===== src/rtl/core/pgs_pkg.sv =====
// Package for the packet gap statistics block: command codes, item types and
// saturation helpers. Depends on nothing; used by every other file.
`timescale 1ns / 1ps
package pgs_pkg;

  localparam int MEAN_FRAC_BITS_DEFAULT = 16;
  localparam int MAG_W = 64;
  localparam int CNT_W = 32;

  localparam logic [1:0] CMD_STOP    = 2'd0;
  localparam logic [1:0] CMD_START   = 2'd1;
  localparam logic [1:0] CMD_PACKET  = 2'd2;
  localparam logic [1:0] CMD_INVALID = 2'd3;

  localparam logic [0:0] REG_STREAM_HANDLE = 1'b0;
  localparam logic [0:0] REG_PIN_ID        = 1'b1;

  localparam logic signed [63:0] SMALLEST_RESET = 64'sd2147483647;
  localparam logic signed [63:0] S64_MAX = {1'b0, {63{1'b1}}};
  localparam logic signed [63:0] S64_MIN = {1'b1, {63{1'b0}}};

  typedef struct packed {
    logic [1:0]  cmd;
    logic [31:0] identifier;
    logic [62:0] timestamp;
  } in_item_t;

  typedef struct packed {
    logic signed [31:0] handle_tag;
    logic signed [31:0] pin_tag;
    logic [31:0]        first_id;
    logic [31:0]        last_id;
    logic [62:0]        idle_time;
    logic [62:0]        final_time;
    logic [31:0]        gap_count;
    logic signed [63:0] min_gap;
    logic signed [63:0] max_gap;
    logic signed [63:0] mean_gap;
    logic [63:0]        sum_sq_dev;
  } out_item_t;

  // Clamp a 65-bit signed result into 64-bit signed range.
  function automatic logic signed [63:0] sat65(input logic signed [64:0] v);
    logic signed [63:0] r;
    if (v[64] != v[63]) begin
      r = v[64] ? S64_MIN : S64_MAX;
    end else begin
      r = v[63:0];
    end
    return r;
  endfunction

  function automatic logic [63:0] mag64(input logic signed [63:0] v);
    logic [63:0] r;
    r = v[63] ? (64'd0 - v) : v;
    return r;
  endfunction

endpackage


===== src/rtl/core/pgs_chan_if.sv =====
// Valid/ready channel interfaces for the input and result items.
// Depends on pgs_pkg for the payload types.
`timescale 1ns / 1ps
interface pgs_in_if;
  logic               valid;
  logic               ready;
  pgs_pkg::in_item_t  data;
  modport source (output valid, output data, input ready);
  modport sink (input valid, input data, output ready);
endinterface

interface pgs_out_if;
  logic               valid;
  logic               ready;
  pgs_pkg::out_item_t data;
  modport source (output valid, output data, input ready);
  modport sink (input valid, input data, output ready);
endinterface


===== src/rtl/core/packet_gap_statistics.sv =====
// Packet gap statistics: a packet in a run occupies the block from its transfer to the next
// possible input transfer, passing in order through preparation, the bit-serial divider, the
// mean update and the bit-serial multiplier. When the two deviations have opposite signs the
// multiplier is skipped. Every other command is handled in the ready state; a record appears in
// the result register in the cycle after the stop or incomplete command that closes the run.
// Synchronous active-high reset returns the block to idle with a cleared record and both tags
// at -1.
// Depends on pgs_pkg, pgs_chan_if, pgs_div and pgs_mul.
`timescale 1ns / 1ps
module packet_gap_statistics #(
  parameter int MEAN_FRAC_BITS = pgs_pkg::MEAN_FRAC_BITS_DEFAULT
) (
  input  logic         clk,
  input  logic         rst,
  pgs_in_if.sink       in_ch,
  pgs_out_if.source    out_ch,
  input  logic         cfg_we,
  input  logic [0:0]   cfg_index,
  input  logic [31:0]  cfg_data
);
  import pgs_pkg::*;

  localparam logic [2:0] S_READY = 3'd0;
  localparam logic [2:0] S_PREP  = 3'd1;
  localparam logic [2:0] S_DIV   = 3'd2;
  localparam logic [2:0] S_MEAN  = 3'd3;
  localparam logic [2:0] S_MUL   = 3'd4;

  localparam int SH = 2 * MEAN_FRAC_BITS;
  // Largest gap that can be scaled into Q format without overflow.
  localparam logic signed [63:0] LIM = S64_MAX >>> MEAN_FRAC_BITS;

  logic [2:0]         state;
  logic               collecting;
  logic signed [31:0] handle_reg;
  logic signed [31:0] pin_reg;
  logic [62:0]        saved_time;
  logic [62:0]        prev_time;
  logic [31:0]        start_id;
  logic [31:0]        count;
  logic signed [63:0] mean;
  logic [63:0]        m2;
  logic signed [63:0] smin;
  logic signed [63:0] smax;
  logic signed [63:0] gap;
  logic signed [63:0] gsc;
  logic signed [63:0] dlt;
  logic               out_valid;
  out_item_t          out_data;

  in_item_t           item;
  logic               accept;
  logic               emit;
  logic [31:0]        count_inc;
  logic signed [63:0] gap_w;
  logic signed [63:0] g_w;
  logic signed [63:0] d_w;
  logic signed [63:0] d2_w;
  logic signed [63:0] q_w;
  logic               opposite;
  logic               div_start;
  logic               div_done;
  logic [63:0]        div_quo;
  logic               mul_start;
  logic               mul_done;
  logic [127:0]       mul_prod;
  logic [127:0]       prod_sh;
  logic               prod_over;
  logic [63:0]        term;
  logic [64:0]        m2_sum;

  // Input transfers are taken only between packets and when the result
  // register is free or being emptied in the same cycle.
  assign in_ch.ready  = (state == S_READY) && (!out_valid || out_ch.ready);
  assign accept       = in_ch.valid && in_ch.ready;
  assign item         = in_ch.data;
  assign out_ch.valid = out_valid;
  assign out_ch.data  = out_data;

  // A stop or incomplete command in a run of at least two gaps emits a record.
  assign emit = accept && collecting && item.cmd != CMD_PACKET &&
                item.cmd != CMD_INVALID && count >= 32'd2;

  assign count_inc = (count == 32'hFFFF_FFFF) ? count : count + 32'd1;
  assign gap_w     = $signed({1'b0, item.timestamp}) - $signed({1'b0, prev_time});

  // Gap scaled to Q format, clamped where the shift would overflow.
  always_comb begin
    if (gap > LIM) begin
      g_w = S64_MAX;
    end else if (gap < -LIM - 64'sd1) begin
      g_w = S64_MIN;
    end else begin
      g_w = gap <<< MEAN_FRAC_BITS;
    end
  end

  assign d_w      = sat65({g_w[63], g_w} - {mean[63], mean});
  assign q_w      = dlt[63] ? (64'sd0 - $signed(div_quo)) : $signed(div_quo);
  assign d2_w     = sat65({gsc[63], gsc} - {mean[63], mean});
  assign opposite = (dlt[63] && !d2_w[63] && d2_w != 64'sd0) ||
                    (!dlt[63] && dlt != 64'sd0 && d2_w[63]);

  assign div_start = (state == S_PREP);
  assign mul_start = (state == S_MEAN) && !opposite;

  // The squared deviation is brought back to whole ns squared and clamped.
  assign prod_sh   = mul_prod >> SH;
  assign prod_over = |(mul_prod >> (64 + SH));
  assign term      = prod_over ? 64'hFFFF_FFFF_FFFF_FFFF : prod_sh[63:0];
  assign m2_sum    = {1'b0, m2} + {1'b0, term};

  pgs_div u_div (
    .clk      (clk),
    .rst      (rst),
    .start    (div_start),
    .dividend (mag64(d_w)),
    .divisor  (count),
    .done     (div_done),
    .quotient (div_quo)
  );

  pgs_mul u_mul (
    .clk     (clk),
    .rst     (rst),
    .start   (mul_start),
    .a       (mag64(dlt)),
    .b       (mag64(d2_w)),
    .done    (mul_done),
    .product (mul_prod)
  );

  always_ff @(posedge clk) begin
    if (rst) begin
      state      <= S_READY;
      collecting <= 1'b0;
      out_valid  <= 1'b0;
      handle_reg <= -32'sd1;
      pin_reg    <= -32'sd1;
      saved_time <= '0;
      prev_time  <= '0;
      start_id   <= '0;
      count      <= '0;
      mean       <= '0;
      m2         <= '0;
      smin       <= SMALLEST_RESET;
      smax       <= '0;
    end else begin
      if (emit) begin
        out_valid <= 1'b1;
      end else if (out_valid && out_ch.ready) begin
        out_valid <= 1'b0;
      end
      if (cfg_we) begin
        case (cfg_index)
          REG_STREAM_HANDLE: handle_reg <= cfg_data;
          REG_PIN_ID:        pin_reg    <= cfg_data;
          default:           handle_reg <= handle_reg;
        endcase
      end
      case (state)
        S_READY: begin
          if (accept) begin
            if (!collecting && item.cmd == CMD_START) begin
              start_id   <= item.identifier;
              prev_time  <= saved_time;
              count      <= '0;
              collecting <= 1'b1;
            end else if (!collecting && item.cmd == CMD_PACKET) begin
              saved_time <= item.timestamp;
              count      <= count_inc;
            end else if (collecting && item.cmd == CMD_PACKET) begin
              prev_time <= item.timestamp;
              count     <= count_inc;
              gap       <= gap_w;
              if (gap_w < smin) begin
                smin <= gap_w;
              end
              if (gap_w > smax) begin
                smax <= gap_w;
              end
              state <= S_PREP;
            end else begin
              // Stop, incomplete or invalid command: a stop or incomplete one emits when
              // the run holds at least two gaps; each then clears the record and goes idle.
              if (emit) begin
                out_data.handle_tag <= handle_reg;
                out_data.pin_tag    <= pin_reg;
                out_data.first_id   <= start_id;
                out_data.last_id    <= item.identifier;
                out_data.idle_time  <= saved_time;
                out_data.final_time <= prev_time;
                out_data.gap_count  <= count;
                out_data.min_gap    <= smin;
                out_data.max_gap    <= smax;
                out_data.mean_gap   <= mean;
                out_data.sum_sq_dev <= m2;
              end
              collecting <= 1'b0;
              saved_time <= '0;
              prev_time  <= '0;
              start_id   <= '0;
              count      <= '0;
              mean       <= '0;
              m2         <= '0;
              smin       <= SMALLEST_RESET;
              smax       <= '0;
            end
          end
        end
        S_PREP: begin
          gsc   <= g_w;
          dlt   <= d_w;
          state <= S_DIV;
        end
        S_DIV: begin
          if (div_done) begin
            mean  <= sat65({mean[63], mean} + {q_w[63], q_w});
            state <= S_MEAN;
          end
        end
        S_MEAN: begin
          state <= opposite ? S_READY : S_MUL;
        end
        S_MUL: begin
          if (mul_done) begin
            m2    <= m2_sum[64] ? 64'hFFFF_FFFF_FFFF_FFFF : m2_sum[63:0];
            state <= S_READY;
          end
        end
        default: state <= S_READY;
      endcase
    end
  end

`ifndef SYNTHESIS
  a_ready_only_between: assert property (@(posedge clk) disable iff (rst)
    in_ch.ready |-> state == S_READY)
    else $error("input ready outside the ready state");

  a_packet_starts_update: assert property (@(posedge clk) disable iff (rst)
    (accept && collecting && item.cmd == CMD_PACKET) |=> state == S_PREP)
    else $error("packet in a run did not start the update");

  a_div_exit: assert property (@(posedge clk) disable iff (rst)
    state == S_DIV |=> (state == S_DIV || state == S_MEAN))
    else $error("division left to an unexpected state");

  a_no_emit_while_busy: assert property (@(posedge clk) disable iff (rst)
    (state != S_READY) |=> !$rose(out_valid))
    else $error("record emitted during a packet update");
`endif

endmodule


===== src/rtl/core/pgs_div.sv =====
// Bit-serial restoring divider: 64-bit magnitude by 32-bit count, one
// quotient bit per cycle. Depends on pgs_pkg.
`timescale 1ns / 1ps
module pgs_div (
  input  logic                         clk,
  input  logic                         rst,
  input  logic                         start,
  input  logic [pgs_pkg::MAG_W-1:0]    dividend,
  input  logic [pgs_pkg::CNT_W-1:0]    divisor,
  output logic                         done,
  output logic [pgs_pkg::MAG_W-1:0]    quotient
);
  import pgs_pkg::*;

  logic [MAG_W-1:0] quo;
  logic [CNT_W:0]   rem;
  logic [CNT_W-1:0] dvs;
  logic [5:0]       cnt;
  logic             busy;
  logic [CNT_W:0]   trial;
  logic             fits;

  assign trial    = {rem[CNT_W-1:0], quo[MAG_W-1]};
  assign fits     = trial >= {1'b0, dvs};
  assign quotient = quo;

  always_ff @(posedge clk) begin
    if (rst) begin
      busy <= 1'b0;
      done <= 1'b0;
      cnt  <= '0;
    end else begin
      done <= 1'b0;
      if (start) begin
        busy <= 1'b1;
        cnt  <= '0;
        quo  <= dividend;
        rem  <= '0;
        dvs  <= divisor;
      end else if (busy) begin
        rem <= fits ? (trial - {1'b0, dvs}) : trial;
        quo <= {quo[MAG_W-2:0], fits};
        cnt <= cnt + 6'd1;
        if (cnt == 6'd63) begin
          busy <= 1'b0;
          done <= 1'b1;
        end
      end
    end
  end
endmodule


===== src/rtl/core/pgs_mul.sv =====
// Bit-serial shift-add multiplier giving the full 128-bit product of two
// 64-bit magnitudes, one multiplier bit per cycle. Depends on pgs_pkg.
`timescale 1ns / 1ps
module pgs_mul (
  input  logic                          clk,
  input  logic                          rst,
  input  logic                          start,
  input  logic [pgs_pkg::MAG_W-1:0]     a,
  input  logic [pgs_pkg::MAG_W-1:0]     b,
  output logic                          done,
  output logic [2*pgs_pkg::MAG_W-1:0]   product
);
  import pgs_pkg::*;

  logic [MAG_W-1:0] hi;
  logic [MAG_W-1:0] lo;
  logic [MAG_W-1:0] mcand;
  logic [5:0]       cnt;
  logic             busy;
  logic [MAG_W:0]   sum;

  assign sum     = {1'b0, hi} + {1'b0, (lo[0] ? mcand : {MAG_W{1'b0}})};
  assign product = {hi, lo};

  always_ff @(posedge clk) begin
    if (rst) begin
      busy <= 1'b0;
      done <= 1'b0;
      cnt  <= '0;
    end else begin
      done <= 1'b0;
      if (start) begin
        busy  <= 1'b1;
        cnt   <= '0;
        hi    <= '0;
        lo    <= a;
        mcand <= b;
      end else if (busy) begin
        hi  <= sum[MAG_W:1];
        lo  <= {sum[0], lo[MAG_W-1:1]};
        cnt <= cnt + 6'd1;
        if (cnt == 6'd63) begin
          busy <= 1'b0;
          done <= 1'b1;
        end
      end
    end
  end
endmodule


===== src/flat_wrapper.sv =====
// flat-port wrapper written by rule: the top's interface ports become plain ports
module packet_gap_statistics_flat import pgs_pkg::*;
#(
  parameter int MEAN_FRAC_BITS = pgs_pkg::MEAN_FRAC_BITS_DEFAULT
)
  (clk, rst, cfg_we, cfg_index, cfg_data, in_ch_valid, in_ch_data, in_ch_ready, out_ch_valid, out_ch_data, out_ch_ready);
  pgs_in_if in_ch_i ();
  pgs_out_if out_ch_i ();
  input  logic clk;
  input  logic rst;
  input  logic cfg_we;
  input  logic [0:0] cfg_index;
  input  logic [31:0] cfg_data;
  input wire logic [$bits(in_ch_i.valid)-1:0] in_ch_valid;
  input wire logic [$bits(in_ch_i.data)-1:0] in_ch_data;
  output wire logic [$bits(in_ch_i.ready)-1:0] in_ch_ready;
  output wire logic [$bits(out_ch_i.valid)-1:0] out_ch_valid;
  output wire logic [$bits(out_ch_i.data)-1:0] out_ch_data;
  input wire logic [$bits(out_ch_i.ready)-1:0] out_ch_ready;
  assign in_ch_i.valid = in_ch_valid;
  assign in_ch_i.data = in_ch_data;
  assign in_ch_ready = in_ch_i.ready;
  assign out_ch_valid = out_ch_i.valid;
  assign out_ch_data = out_ch_i.data;
  assign out_ch_i.ready = out_ch_ready;
  packet_gap_statistics #(.MEAN_FRAC_BITS(MEAN_FRAC_BITS)) u_core (.clk(clk), .rst(rst), .in_ch(in_ch_i), .out_ch(out_ch_i), .cfg_we(cfg_we), .cfg_index(cfg_index), .cfg_data(cfg_data));
endmodule

===== config.mk =====
export PLATFORM = sky130hd
export DESIGN_NAME = packet_gap_statistics_flat
export DESIGN_NICKNAME = d
export VERILOG_FILES = /design/src/rtl/core/pgs_pkg.sv /design/src/rtl/core/pgs_chan_if.sv /design/src/rtl/core/packet_gap_statistics.sv /design/src/rtl/core/pgs_div.sv /design/src/rtl/core/pgs_mul.sv /design/src/flat_wrapper.sv
export SDC_FILE = /design/constraint.sdc
export NUM_CORES = 2
export LEC_CHECK = 0
export BUFFER_PORTS_ARGS = -buffer_cell sky130_fd_sc_hd__buf_2
export CAP_MARGIN = 20
export CORE_MARGIN = 5
export CORE_UTILIZATION = 55
export DETAILED_ROUTE_END_ITERATION = 7
export GPL_TIMING_DRIVEN = 1
export PLACE_DENSITY = 0.75
export SLEW_MARGIN = 40
export SYNTH_ARGS = -nofsm -noshare
export SYNTH_HDL_FRONTEND = slang
export SYNTH_SLANG_ARGS = --single-unit

===== constraint.sdc =====
create_clock -name clk -period 64.1 [get_ports clk]
set_input_delay 9.615 -clock clk [delete_from_list [all_inputs] [get_ports clk]]
set_output_delay 9.615 -clock clk [all_outputs]
set_load 0.1 [all_outputs]

Word level (Yosys, flattened, before mapping)
Cells that the tools add are included.
{"block": "word_totals", "ff_bits": 1585, "input_bits": 135, "output_inout_bits": 544, "wordCells": 212}
{"block": "classes", "n_addsub": 14, "magnitude_cmp": 6, "n_eq_ne": 26, "n_mux": 67, "bitwise_logic": 7, "n_reduce_logical": 52}
{"cell": "64-bit 2-to-1 mux", "count": 29}
{"cell": "63-bit 2-to-1 mux", "count": 6}
{"cell": "32-bit 2-to-1 mux", "count": 9}
{"cell": "64-bit one-hot mux with 2 select lines", "count": 2}
{"cell": "1-bit by 64-bit subtractor with 64-bit output (first input constant)", "count": 4}
{"cell": "64-bit by 64-bit adder with 65-bit output", "count": 3}
{"cell": "64-bit by 64-bit subtractor with 65-bit output", "count": 2}
{"cell": "64-bit nonzero test", "count": 2}
{"cell": "64-bit by 48-bit > comparator with 1-bit output (second input constant)", "count": 1}
{"cell": "64-bit > comparator", "count": 1}
{"cell": "64-bit by 48-bit < comparator with 1-bit output (second input constant)", "count": 1}
{"cell": "64-bit < comparator", "count": 1}
{"cell": "63-bit by 63-bit subtractor with 64-bit output", "count": 1}
{"cell": "33-bit by 32-bit >= comparator with 1-bit output", "count": 1}
{"cell": "32-bit by 1-bit adder with 32-bit output (second input constant)", "count": 1}
{"cell": "32-bit == test (second input constant)", "count": 1}
{"cell": "32-bit by 2-bit >= comparator with 1-bit output (second input constant)", "count": 1}
{"cell": "32-bit OR reduction", "count": 1}
{"cell": "32-bit subtractor", "count": 1}
{"cell": "6-bit AND reduction", "count": 4}
{"cell": "3-bit 2-to-1 mux", "count": 7}
{"cell": "2-bit inequality test (second input constant)", "count": 10}
{"cell": "1-bit logical AND", "count": 15}
{"cell": "3-bit one-hot mux with 5 select lines", "count": 1}
{"cell": "other kinds (22)", "count": 67}

Depth between registers and ports, before layout
{"block": "depth", "ltp_word": 11, "mapped_depth": 39, "ltp_nobuf": 31}

Modules after synthesis
From an unflattened synthesis, not the netlist that was laid out.
{"block": "unflattened", "cells_unflattened": 9396, "hier_area_um2": 91117.4}
{"mod": "packet_gap_statistics", "n_inst": 1, "cells_per_inst": 7805, "area_each_um2": 72439.5, "seq_area_each_um2": 31900.6}
{"mod": "pgs_mul", "n_inst": 1, "cells_per_inst": 989, "area_each_um2": 11403.4, "seq_area_each_um2": 5925.7}
{"mod": "pgs_div", "n_inst": 1, "cells_per_inst": 602, "area_each_um2": 7274.5, "seq_area_each_um2": 4003.8}

Least setup slack after synthesis
OpenSTA, ideal clock, no wires.
{"block": "synth_path", "kind": "in2reg", "startpoint": "input out_ch_ready", "endpoint": "register u_core.out_data (netlist bit u_core.out_ch.data[0]) (enable)", "setup_ns": 2.780, "arrival_time_ns": 63.925, "required_ns": 61.320, "path_slack_ns": -2.605, "path_stages": 4, "path_buffers": 0, "path_cell_list": "nor2b_1 nor4_1 nand2_1 nor4_1"}
{"block": "synth_via", "elab_chain_cells": 8}
{"item": "from (decl)", "line": "flat_wrapper.sv:19", "source": "input wire logic [$bits(out_ch_i.ready)-1:0] out_ch_ready;"}
{"item": "1-bit logical OR *", "line": "packet_gap_statistics.sv:74", "source": "assign in_ch.ready = (state == S_READY) && (!out_valid || out_ch.ready);"}
{"item": "1-bit logical AND *", "line": "packet_gap_statistics.sv:74"}
{"item": "net in_ch_ready", "line": "flat_wrapper.sv:16", "source": "output wire logic [$bits(in_ch_i.ready)-1:0] in_ch_ready;"}
{"item": "1-bit logical AND *", "line": "packet_gap_statistics.sv:75", "source": "assign accept = in_ch.valid && in_ch.ready;"}
{"item": "1-bit logical AND (3 in a row)", "line": "packet_gap_statistics.sv:81", "source": "assign emit = accept && collecting && item.cmd != CMD_PACKET &&"}
{"item": "1-bit logical AND", "line": "packet_gap_statistics.sv:82", "source": "item.cmd != CMD_INVALID && count >= 32'd2;"}
{"item": "7-bit AND reduction (no source line) *"}
{"item": "to (decl)", "line": "packet_gap_statistics.sv:49", "source": "out_item_t out_data;"}
The timed path passes the listed nets; every way through them passes the cells marked *.
A chain may end at the register's enable or synchronous reset.

Final worst setup path
{"block": "layout_path", "startpoint": "input out_ch_ready", "endpoint": "output in_ch_ready"}
{"block": "layout_via", "elab_chain_cells": 2}
{"item": "1-bit logical OR", "line": "packet_gap_statistics.sv:74"}
{"item": "1-bit logical AND", "line": "packet_gap_statistics.sv:74"}
{"item": "to (decl)", "line": "flat_wrapper.sv:16"}
No other way between the ends.

==> impl_metrics.json <==
{
  "status": "finished, final reports clean",
  "drt-initial-drc-count": 7766,
  "design_area_sq_um": 99900,
  "synthTopCellsByArea": "edfxtp_1, dfxtp_1, ha_1, a21oi_1, nand2_1",
  "placement.io_buffers": 678,
  "rows": 147,
  "ys_seq_area_share_pct": 47.2,
  "numCtsBuffers": 167,
  "crit_required_ps": 54490,
  "dpl-instance-area_sq_um": 94000,
  "slew_viol_final": 0,
  "hold_viol": 0,
  "clkSinkCount": 1570,
  "grt_pass1_wl_mm": 426,
  "syn_inst": 9005,
  "cts_root_buf": "clkbuf_16",
  "synth_cell_types": 97,
  "cts_setup_buffers": 0,
  "ant_nets": 0,
  "async_reset_ff_share_pct": 0,
  "multiInputGateArea_sq_um": 43500,
  "holdWs_ps": 419,
  "largest_reg_flops": 542,
  "critPathArrivalTime_ps": 10590,
  "gp_congestion": 1.03,
  "max_freq_mhz": 49.5,
  "groute.usage.overall_pct": 32.3,
  "totalNegativeSetupSlack_ps": 0,
  "synth_top_area_cell": "edfxtp_1",
  "drc": 0,
  "synth_compound_area_share_pct": 18.2,
  "syn_area_sq_um": 88600,
  "critPathMaxFanout": 3,
  "clock_skew_ps": 62.3,
  "grt_pass1_vias": 70700,
  "p_leak_nw": 37.7,
  "cts_buffer_depth": 3,
  "yosys.area_share.xor_xnor_pct": 5.75,
  "vias": 74300,
  "ys.flop_type": "edfxtp_1",
  "cts_tree": "done",
  "hold_class": "reg -> reg",
  "overflow": 0,
  "post-route-min-period_ps": 20200,
  "crit_type": "in -> out",
  "ys_seq_elements": 1570,
  "h-tree-depth": 4,
  "synth.net_count": 9701,
  "drive_above_1_share_pct": 12.5,
  "crit_path_end_kind": "output pin",
  "grt_max_degree": 164,
  "hpwl_mm": 216,
  "antenna_found_initial": 26,
  "power.total_mw": 2.25,
  "die-width_um": 411,
  "start_kind": "input pin",
  "clk_pin_slew_ps": 60,
  "pwr_density_cell_nw_per_um2": 22.6,
  "via_per_inst": 6.28,
  "die-area_sq_um": 169000,
  "synthSimpleGateAreaFrac_pct": 14.9,
  "postSynthAreaPerCell_sq_um": 9.84,
  "synthToLayoutAreaGrowth_pct": 12.7,
  "dp_slack_ps": 43900,
  "fillers": 13200,
  "coreArea_sq_um": 160000,
  "ir_drop_uv": 27.5,
  "synth.area.mux_share_pct": 2.02,
  "post_cts_resized": 0,
  "worstMarginPinSlew_ps": 921,
  "synth_edf_count": 1039,
  "seq_area_sq_um": 41800,
  "drt-pass1-iter-count": 6,
  "pin_count": 679,
  "max_slew_margin_pct": 37.8,
  "post-route-period-util_pct": 31.5,
  "wire_per_inst_um": 24.0,
  "cap_viol_max_count": 0,
  "synth_top_family_by_area": "compound AO/OA/AOI/OAI gates",
  "clk_latency_ps": 830,
  "initial_utilization_pct": 55.2,
  "yosys.area_share.adder_pct": 7.98,
  "hold_buffers": 0,
  "setup_ws_ps": 43900,
  "routed_wl_mm": 284,
  "die_h_um": 411,
  "synth_top_cell_area_share_pct": 35.2,
  "setup_viol": 0,
  "ys_warn_count": 0,
  "rsz0062_at_grt": "false",
  "nets": 10200
}
==> kinds of logic after synthesis <==
group	after synthesis
AND/OR/NAND/NOR	2746
AO/OA/AOI/OAI	2474
flip-flops	1570
adder cells (fa/ha/maj)	561
multiplexers	170
XOR/XNOR	582
buffers and inverters	902
==> synth_stat cells (all sizes together) (135+ instances only) <==
cell type and n:
or3 135, nand2 915, nand4 150, a21oi 696
inv 463, xnor2 390, ha 554, a21o 288
dfxtp 531, nor3 143, o21ai 539, xor2 192
clkbuf 399, edfxtp 1039, nand3 280, nor2 557
==> per-stage QoR <==
stage / utilization, % / instances
after global placement: 58.5 / 11500
after floorplan: - / 9005
final: 62.3 / 11800
after global routing: 62.3 / 11800
after detailed placement: 58.6 / 11500
after CTS: 62.1 / 11800
==> area by class of cell <==
type / count / share of cell area, %
Inverter: 465 / 1.75
Clock buffer: 232 / 4.66
Antenna cell: 14 / 0.0351
Sequential cell: 1570 / 41.9
Clock inverter: 81 / 0.993
Tap cell: 2160 / 2.71
Multi-Input combinational cell: 6533 / 43.6
Timing Repair Buffer: 773 / 4.38
==> worst paths after layout <==
| kind | from | end | slack, ps | depth (start not counted) |
|---|---|---|---|---|
| max | out_ch_ready | in_ch_ready | 43900 | 4 |
| max reg2reg | u_core.gsc[15] | u_core.u_mul.hi[41] | 52020 | 25 |
| min | u_core.prev_time[43] | u_core.out_ch.data[331] | 420 | 0 |
| min reg2reg | u_core.prev_time[43] | u_core.out_ch.data[331] | 420 | 0 |
==> placed cells by master, fill, tap and decap left out, types with 108 or more instances in the layout <==
master,n
or3_1,132
xnor2_1,390
dfxtp_1,531
a21oi_1,693
o21ai_0,527
clkbuf_16,169
xor2_1,192
nand4_1,150
nor3_1,141
nand3_1,280
edfxtp_1,1039
inv_1,462
a211oi_1,132
ha_1,552
nand2_1,914
nor2_1,549
and2_1,108
buf_2,677
a21o_1,288
==> routing by layer <==
metal  GRT usage (%)  vias to the layer above  part of all wire (%)
met3            8.26                      715                    10
met2            50.8                     3633                    45
met5           0.546                        -                 0.068
met4            15.2                       14                   5.3
met1            42.0                    35600                    40
li1                -                    34300                     -
==> critical path, stage by stage <==
cell and delay [ps]:
buf_2 80, nor2b_1 50, nor4_1 330, buf_2 520
==> power breakdown <==
part | switching [mW] | leakage (nW) | internal, mW
Sequential | 0.00526 | 13.0 | 1.08
Combinational | 0.117 | 21.9 | 0.0602
Clock | 0.423 | 2.74 | 0.568
No activity file was read; power rests on OpenSTA's default activity.
